**src/sv/slpg_pkg.sv**
```systemverilog
package slpg_pkg;

    localparam int COORD_WIDTH_DEF = 16;
    localparam int STEP_WIDTH      = 16;

    localparam logic REQ_LOAD = 1'b0;
    localparam logic REQ_TICK = 1'b1;

    typedef enum logic [1:0] {
        ST_IDLE,
        ST_START,
        ST_DIV,
        ST_OUT
    } slpg_state_t;

    typedef struct packed {
        logic done;
        logic rem_nz;
    } div_stat_t;

endpackage

```
**src/sv/slpg_div.sv**
```systemverilog
module slpg_div #(
    parameter int WIDTH = slpg_pkg::COORD_WIDTH_DEF
) (
    input  logic                   aclk,
    input  logic                   aresetn,
    input  logic                   start,
    input  logic [2*WIDTH-1:0]     dividend,
    input  logic [WIDTH-1:0]       divisor,
    output logic [WIDTH-1:0]       quotient,
    output slpg_pkg::div_stat_t    stat
);
    import slpg_pkg::*;

    localparam int CNT_W = $clog2(WIDTH);

    logic [2*WIDTH-1:0] acc_reg;
    logic [2*WIDTH-1:0] acc_next;
    logic [CNT_W-1:0]   cnt_reg;
    logic               busy_reg;
    logic               done_reg;

    logic [WIDTH:0]     trial;
    logic [WIDTH:0]     diff;
    logic               ge;
    logic [WIDTH-1:0]   new_rem;

    // restoring divide, one quotient bit per cycle
    always_comb begin
        trial    = {acc_reg[2*WIDTH-1:WIDTH], acc_reg[WIDTH-1]};
        diff     = trial - {1'b0, divisor};
        ge       = (trial >= {1'b0, divisor});
        new_rem  = ge ? diff[WIDTH-1:0] : trial[WIDTH-1:0];
        acc_next = {new_rem, acc_reg[WIDTH-2:0], ge};
    end

    always_ff @(posedge aclk) begin
        if (!aresetn) begin
            busy_reg <= 1'b0;
            done_reg <= 1'b0;
            cnt_reg  <= '0;
        end else begin
            done_reg <= 1'b0;
            if (start) begin
                acc_reg  <= dividend;
                busy_reg <= 1'b1;
                cnt_reg  <= '0;
            end else if (busy_reg) begin
                acc_reg <= acc_next;
                cnt_reg <= cnt_reg + 1'b1;
                if (cnt_reg == CNT_W'(WIDTH - 1)) begin
                    busy_reg <= 1'b0;
                    done_reg <= 1'b1;
                end
            end
        end
    end

    assign quotient    = acc_reg[WIDTH-1:0];
    assign stat.done   = done_reg;
    assign stat.rem_nz = |acc_reg[2*WIDTH-1:WIDTH];

endmodule

```
**src/sv/stepped_line_point_generator_top.sv**
```systemverilog
// Stepped line point generator. A load transaction (req_type 0) stores a segment and a
// step size and returns nothing; a tick transaction (req_type 1) returns the
// next point of the active segment (Y on servo1, X on servo2, last on the final point),
// or nothing when no segment is active. The minor coordinate is exact integer math:
// start + floor(d_minor * offset / d_major), with a registered multiply followed by a
// restoring divider that resolves one quotient bit per clock. s_ready stays low from
// the acceptance of a tick until its result is loaded into the output register, so no
// new load or tick is accepted while a tick is being computed. The result sits in an
// output register; if it has not been taken when the next point is ready, the block
// holds until it is.
module stepped_line_point_generator_top #(
    parameter int COORD_WIDTH = slpg_pkg::COORD_WIDTH_DEF
) (
    input  logic                            aclk,
    input  logic                            aresetn,

    input  logic                            s_valid,
    output logic                            s_ready,
    input  logic                            s_req_type,
    input  logic [COORD_WIDTH-1:0]          s_start_x,
    input  logic [COORD_WIDTH-1:0]          s_start_y,
    input  logic [COORD_WIDTH-1:0]          s_end_x,
    input  logic [COORD_WIDTH-1:0]          s_end_y,
    input  logic [slpg_pkg::STEP_WIDTH-1:0] s_step_size,

    output logic                            m_valid,
    input  logic                            m_ready,
    output logic [COORD_WIDTH-1:0]          m_servo1_position,
    output logic [COORD_WIDTH-1:0]          m_servo2_position,
    output logic                            m_last
);
    import slpg_pkg::*;

    localparam int W  = COORD_WIDTH;
    localparam int CW = (W > STEP_WIDTH) ? W : STEP_WIDTH;

    slpg_state_t state_reg, state_next;

    logic                  active_reg;
    logic                  major_y_reg;
    logic                  down_reg;
    logic                  minor_neg_reg;
    logic [W-1:0]          now_reg;
    logic [W-1:0]          begin_reg;
    logic [W-1:0]          minor_begin_reg;
    logic [W-1:0]          final_reg;
    logic [W-1:0]          dmaj_reg;
    logic [W-1:0]          dmin_reg;
    logic [STEP_WIDTH-1:0] stride_reg;
    logic [2*W-1:0]        prod_reg;

    logic                  m_valid_reg;
    logic [W-1:0]          servo1_reg;
    logic [W-1:0]          servo2_reg;
    logic                  last_reg;

    logic                  in_ready;
    logic                  div_start;
    logic                  out_load;
    logic                  accept;

    // load decode
    logic [W:0]            dx, dy, dx_abs, dy_abs;
    logic                  ld_major_y;

    // tick datapath
    logic [W-1:0]          offset;
    logic [2*W-1:0]        prod_next;
    logic [W-1:0]          remaining;
    logic                  is_last;
    logic [W-1:0]          minor;
    logic [W-1:0]          quotient;
    div_stat_t             div_stat;

    slpg_div #(
        .WIDTH (W)
    ) u_div (
        .aclk     (aclk),
        .aresetn  (aresetn),
        .start    (div_start),
        .dividend (prod_reg),
        .divisor  (dmaj_reg),
        .quotient (quotient),
        .stat     (div_stat)
    );

    always_comb begin
        dx         = {1'b0, s_end_x} - {1'b0, s_start_x};
        dy         = {1'b0, s_end_y} - {1'b0, s_start_y};
        dx_abs     = dx[W] ? (~dx + 1'b1) : dx;
        dy_abs     = dy[W] ? (~dy + 1'b1) : dy;
        ld_major_y = (dy_abs > dx_abs);
    end

    always_comb begin
        offset    = down_reg ? (begin_reg - now_reg) : (now_reg - begin_reg);
        prod_next = {{W{1'b0}}, dmin_reg} * {{W{1'b0}}, offset};
        remaining = down_reg ? (now_reg - final_reg) : (final_reg - now_reg);
        is_last   = (CW'(remaining) < CW'(stride_reg));
        if (dmaj_reg == '0) begin
            minor = minor_begin_reg;
        end else if (minor_neg_reg) begin
            minor = minor_begin_reg - quotient - W'(div_stat.rem_nz);
        end else begin
            minor = minor_begin_reg + quotient;
        end
    end

    // sequencer: next state
    always_comb begin
        state_next = state_reg;
        case (state_reg)
            ST_IDLE: begin
                if (s_valid && s_req_type == REQ_TICK && active_reg) begin
                    state_next = ST_START;
                end
            end
            ST_START: state_next = ST_DIV;
            ST_DIV: begin
                if (div_stat.done) begin
                    state_next = ST_OUT;
                end
            end
            ST_OUT: begin
                if (!m_valid_reg || m_ready) begin
                    state_next = ST_IDLE;
                end
            end
            default: state_next = ST_IDLE;
        endcase
    end

    // sequencer: outputs
    always_comb begin
        in_ready  = 1'b0;
        div_start = 1'b0;
        out_load  = 1'b0;
        case (state_reg)
            ST_IDLE:  in_ready  = 1'b1;
            ST_START: div_start = 1'b1;
            ST_OUT:   out_load  = !m_valid_reg || m_ready;
            default: ;
        endcase
    end

    assign accept = s_valid && in_ready;

    always_ff @(posedge aclk) begin
        if (!aresetn) begin
            state_reg   <= ST_IDLE;
            active_reg  <= 1'b0;
            m_valid_reg <= 1'b0;
        end else begin
            state_reg <= state_next;

            if (accept && s_req_type == REQ_LOAD) begin
                active_reg      <= 1'b1;
                major_y_reg     <= ld_major_y;
                down_reg        <= ld_major_y ? dy[W] : dx[W];
                minor_neg_reg   <= ld_major_y ? dx[W] : dy[W];
                begin_reg       <= ld_major_y ? s_start_y : s_start_x;
                now_reg         <= ld_major_y ? s_start_y : s_start_x;
                final_reg       <= ld_major_y ? s_end_y : s_end_x;
                minor_begin_reg <= ld_major_y ? s_start_x : s_start_y;
                dmaj_reg        <= ld_major_y ? dy_abs[W-1:0] : dx_abs[W-1:0];
                dmin_reg        <= ld_major_y ? dx_abs[W-1:0] : dy_abs[W-1:0];
                stride_reg      <= (s_step_size == '0) ? STEP_WIDTH'(1) : s_step_size;
            end

            if (accept && s_req_type == REQ_TICK) begin
                prod_reg <= prod_next;
            end

            if (out_load) begin
                m_valid_reg <= 1'b1;
                servo1_reg  <= major_y_reg ? now_reg : minor;
                servo2_reg  <= major_y_reg ? minor : now_reg;
                last_reg    <= is_last;
                if (is_last) begin
                    active_reg <= 1'b0;
                end else if (down_reg) begin
                    now_reg <= now_reg - W'(stride_reg);
                end else begin
                    now_reg <= now_reg + W'(stride_reg);
                end
            end else if (m_ready) begin
                m_valid_reg <= 1'b0;
            end
        end
    end

    assign s_ready           = in_ready;
    assign m_valid           = m_valid_reg;
    assign m_servo1_position = servo1_reg;
    assign m_servo2_position = servo2_reg;
    assign m_last            = last_reg;

endmodule

```
**config.mk**
```make
export PLATFORM = sky130hd
export DESIGN_NAME = stepped_line_point_generator_top
export DESIGN_NICKNAME = d
export VERILOG_FILES = /design/src/sv/slpg_pkg.sv /design/src/sv/slpg_div.sv /design/src/sv/stepped_line_point_generator_top.sv
export SDC_FILE = /design/constraint.sdc
export NUM_CORES = 1
export LEC_CHECK = 0
export BUFFER_PORTS_ARGS = -buffer_cell sky130_fd_sc_hd__buf_4
export CAP_MARGIN = 25
export CORE_MARGIN = 2
export CORE_UTILIZATION = 43
export DETAILED_ROUTE_END_ITERATION = 8
export GPL_ROUTABILITY_DRIVEN = 0
export SLEW_MARGIN = 20
export SYNTH_ARGS = -nofsm -noshare
export SYNTH_HDL_FRONTEND = slang
export SYNTH_SLANG_ARGS = --single-unit
```
**constraint.sdc**
```tcl
create_clock -name aclk -period 8 [get_ports aclk]
set_input_delay 0.4 -clock aclk [delete_from_list [all_inputs] [get_ports aclk]]
set_output_delay 0.4 -clock aclk [all_outputs]
set_load 0.05 [all_outputs]
```
==> qor.yml, run 1 <==
dp_slack_ps: -260
nFillCells: 5961
synth.yosys.seq_area_share_pct: 24.0
nets: 3723
crit_top_cell: "fa_1"
maxSlewHeadroom_pct: 30.7
slew_viol_final: 0
grt_antenna_before_repair: 1
worst-path-max-fanout: 5
critPathRequiredTime_ps: 8320
dp_cells: 3912
yosysWarnings: 0
hold_path_class: "primary input to flip-flop"
port-buffer-count: 119
post-dp-hpwl_um: 64700
yosysTopAreaCell: "edfxtp_1"
outcome: "finished clean"
ys_ff_latch: 222
ff2ff_setup_slack_ps: 120
cts_root_buf: "clkbuf_16"
layout_commonest_cell: "inv_1"
cts_buffers: 29
rr_endpoint: "prod_reg[30]"
placementRows: 92
crit_slowest_cell: "fa_1"
final.setup_skew_ps: 18.4
synthesis.area_sq_um: 27400
setup_viol: 0
vias_per_cell: 5.58
start_kind: "flip-flop"
synth-edff-count: 212
fp.dieArea_sq_um: 65800
grt_pass1_wl_um: 125000
clkLatencyLatePin_ps: 570
final_cell_mix: "inv_1, ha_1, nand2_1"
clkSinkCount: 222
ios: 120
hold_end: "stride_reg[3]"
drive_above_1_share_pct: 14.2
setup.worst_path.end_class: "flip-flop"
synth.distinct_cells: 86
hold_start: "s_step_size[3]"
grt_usage_pct: 24.1
grt_pass1_vias: 22300
post-route-min-period_ps: 7880
synthDominantCellAreaShare_pct: 23.2
rr_worst_depth: 32
route.vias.total: 22200
stdcell_count: 3986
period_share_pct: 98.5
rsz0062_at_grt: "true"
wl_per_cell_um: 20.0
die_height_um: 256
finalHoldViolCount: 0
syn_nets: 3572
avgSynthCellArea_sq_um: 9.22
crit_type: "flip-flop to flip-flop"
synthesis.instances: 2972
grt_max_degree: 72
setup_slack_ps: 119
max_slew.worst_pin.slew_ps: 1030
cts_buffer_depth: 3
critical_path.max_stage_delay_ps: 560
cts_tree: "built"
arrival_ps: 8200
htreeDepth: 1
worstHoldPathCells: 1
ys_async_sr_fraction_pct: 0
wirelength_um: 79700
start_util_pct: 43.4
diodes: 0
syn2layout_area_growth_pct: 13.6
first_pass_iters: 7
r2r-start: "now_reg[0]"
path_clk_slew_ps: 60
first_iter_violations: 1599
coreArea_sq_um: 63100
die_w_um: 256
yosys-top-cells-area: "edfxtp_1, fa_1, ha_1"
fmax_ghz: 0.127
drc: 0
overflow: 0
synth_ff_type: "edfxtp_1"
cap_violations: 0
ant_nets: 0
## synthesized netlist by cell type, drive strengths merged, types with 9 or more instances
cell,n
a211oi,35
a21boi,9
a21o,57
a21oi,154
a31oi,35
and2,82
and3,19
buf,27
clkbuf,103
dfxtp,10
edfxtp,212
fa,205
ha,310
inv,430
mux2,75
mux2i,95
nand2,293
nand2b,60
nand3,32
nand4,21
nor2,133
nor2b,34
nor3,36
nor4,18
o211ai,22
o21a,29
o21ai,110
o21bai,17
o31a,9
o31ai,13
or3,15
xnor2,110
xor2,53
## what timing repair did
action	4_1_cts	5_1_grt
buffers inserted	3	17
hold buffers	4	0
hold endpoints to repair	4	0
resized for setup	6	56
gates cloned	0	0
setup endpoints to repair	6	11
pin swaps	2	29
## worst max-delay path, delay by kind of cell (launching register included)
| kind | cells | cell delay, ps |
|---|---|---|
| buffers and inverters | 5 | 400 |
| and+or+nand+nor | 5 | 470 |
| adders and majority gates | 9 | 3800 |
| AOI/OAI and AO/OA | 11 | 2210 |
| xor gates and xnor gates | 2 | 280 |
| DFF | 1 | 430 |
## logic make-up after synthesis
group | count (synthesis) | synth area share (%)
fa+ha+maj | 515 | 29.1
xor+xnor | 163 | 5.21
mux | 170 | 6.55
compound gates | 563 | 13.5
flops | 222 | 24.0
simple gates | 778 | 13.8
buf+inv | 561 | 7.83
## worst max-delay path by stage
stage	start	end	slack, ps	cells past startpoint
2_1_floorplan	now_reg[1]	prod_reg[30]	20	31
3_3_place_gp	now_reg[0]	prod_reg[30]	-160	32
3_5_place_dp	now_reg[0]	prod_reg[30]	-260	31
4_1_cts	now_reg[0]	prod_reg[28]	5	33
5_1_grt	now_reg[0]	prod_reg[24]	-270	32
6_report	now_reg[0]	prod_reg[30]	120	32
## per-stage QoR
stage               TNS (ps)  util (%)  instance area [sq um]  hold slack (ps)
global route           -1310      49.3                  31100             2.70
global placement        -429      47.1                  29700              483
CTS                        0      48.6                  30700            0.619
floorplan                  0         -                  27400              457
detailed placement      -918      47.1                  29700              486
finish                     0      49.3                  31100             21.8
## routing by layer
| metal | GRT usage [%] | wire length, um |
|---|---|---|
| met5 | 0 | 0 |
| met4 | 6.49 | 2360 |
| met3 | 2.63 | 4690 |
| met2 | 40.5 | 37400 |
| met1 | 32.9 | 35200 |
## layout make-up
class / count / area [sq um] / area share, %
sequential: 222 / 6570 / 21.1
inverter: 430 / 1610 / 5.19
timing repair buffer: 251 / 1970 / 6.34
multi-input combinational: 2189 / 19000 / 61.1
tap: 846 / 1060 / 3.40
clock inverter: 17 / 170 / 0.547
clock buffer: 31 / 733 / 2.36
Power of run 1 is left out: the tool's default activity adds up to more than one toggle a clock period on the data nets, which glitch-free logic cannot reach.
==> inputs of run 2 (changes only) <==
- HOLD_SLACK_MARGIN: not set -> 0.12
==> qor.yml, run 2 (synthesis gave the netlist of run 1 again) <==
cts_buffers: 29  # unchanged
die_height_um: 256  # unchanged
nets: 3738  # was 3723
start_kind: "flip-flop"  # unchanged
slew_viol_final: 0  # unchanged
die_w_um: 256  # unchanged
drc: 0  # unchanged
placementRows: 92  # unchanged
vias_per_cell: 5.57  # was 5.58
fp.dieArea_sq_um: 65800  # unchanged
critPathRequiredTime_ps: 8320  # about the same
drive_above_1_share_pct: 14.1  # was 14.2%
final.setup_skew_ps: 17.9  # was 18.4 ps
wl_per_cell_um: 19.9  # was 20.0 um
setup_slack_ps: 140  # was 119 ps
first_pass_iters: 6  # was 7
setup_viol: 0  # unchanged
period_share_pct: 98.3  # was 98.5%
hold_path_class: "primary input to flip-flop"  # unchanged
grt_antenna_before_repair: 1  # unchanged
cap_violations: 0  # unchanged
grt_pass1_wl_um: 125000  # about the same
cts_tree: "built"  # unchanged
ff2ff_setup_slack_ps: 140  # was 120 ps
critical_path.max_stage_delay_ps: 560  # about the same
dp_slack_ps: -260  # unchanged
whs_ps: 140  # was 21.8 ps
finalHoldViolCount: 0  # unchanged
crit_top_cell: "fa_1"  # unchanged
route.vias.total: 22300  # was 22200
clkSinkCount: 222  # unchanged
worst-path-max-fanout: 5  # unchanged
max_slew.worst_pin.slew_ps: 1000  # was 1030 ps
crit_slowest_cell: "fa_1"  # unchanged
layout_commonest_cell: "inv_1"  # unchanged
syn2layout_area_growth_pct: 14.1  # was 13.6%
outcome: "finished clean"  # unchanged
nFillCells: 5946  # was 5961
post-route-min-period_ps: 7860  # was 7880 ps
ios: 120  # unchanged
cts_buffer_depth: 3  # unchanged
maxSlewHeadroom_pct: 32.8  # was 30.7%
diodes: 0  # unchanged
rsz0062_at_grt: "true"  # unchanged
final_cell_mix: "inv_1, ha_1, nand2_1"  # unchanged
grt_usage_pct: 24.2  # was 24.1%
arrival_ps: 8180  # was 8200 ps
htreeDepth: 1  # unchanged
grt_pass1_vias: 22300  # about the same
cts_root_buf: "clkbuf_16"  # unchanged
ant_nets: 0  # unchanged
crit_type: "flip-flop to flip-flop"  # unchanged
first_iter_violations: 1549  # was 1599
start_util_pct: 43.4  # unchanged
clkLatencyLatePin_ps: 570  # about the same
grt_max_degree: 72  # unchanged
setup.worst_path.end_class: "flip-flop"  # unchanged
port-buffer-count: 119  # unchanged
path_clk_slew_ps: 60  # about the same
fmax_ghz: 0.127  # about the same
post-dp-hpwl_um: 64700  # unchanged
overflow: 0  # unchanged
coreArea_sq_um: 63100  # unchanged
wirelength_um: 79700  # about the same
run 2: changes by cell type in the layout (fill, tap and decap cells not counted), sizes merged:
cell and change:
dlygate4sd3 +15
run 2: worst max-delay path: cells and delay by family (launching register included):
kind	cells	cell delay, ps
buffers and inverters	5	400
adder cells (fa/ha/maj)	9	3800
AND/OR/NAND/NOR	5	470
flip-flops	1	430
AO/OA/AOI/OAI	11	2190
XOR/XNOR	2	280
run 2: worst paths after layout:
path,startpoint,endpoint,depth (start not counted)
hold reg to reg,u_div.cnt_reg[3],u_div.done_reg,2
setup reg to reg,now_reg[0],prod_reg[30],32
hold / removal,s_start_x[12],minor_begin_reg[12],3
setup / recovery,now_reg[0],prod_reg[30],32
run 2: layout make-up:
class | count | area (sq um) | share of cell area [%]
Clock buffer | 31 | 733 | 2.34
Clock inverter | 17 | 170 | 0.544
Inverter | 430 | 1610 | 5.16
Multi-Input combinational cell | 2189 | 19000 | 60.8
Sequential cell | 222 | 6570 | 21.0
Tap cell | 846 | 1060 | 3.39
Timing Repair Buffer | 266 | 2120 | 6.79
run 2: metrics by stage:
stage / TNS [ps] / util, % / std cells / instance area (sq um)
floorplan: 0 / - / 2972 / 27400
global placement: -429 / 47.1 / 3912 / 29700
detailed placement: -918 / 47.1 / 3912 / 29700
CTS: 0 / 48.9 / 3982 / 30800
global route: -1310 / 49.6 / 4001 / 31300
finish: 0 / 49.6 / 4001 / 31300
run 2: timing repair:
item,4_1_cts,5_1_grt
setup buffers,3,17
endpoints found under the hold margin,19,0
hold buffers,19,0
pin swaps,2,29
gates resized for setup,6,56
endpoints found under the setup margin,6,11
run 2: routing by layer:
layer	vias to the layer above	part of all wire, %	GRT usage (%)	routed length (um)
li1	10400	-	-	-
met5	-	0	0	0
met4	0	3.0	6.49	2370
met2	682	47	40.7	37500
met1	11000	44	33.0	35100
met3	106	5.9	2.63	4690
Power of run 2 is left out for the same reason.
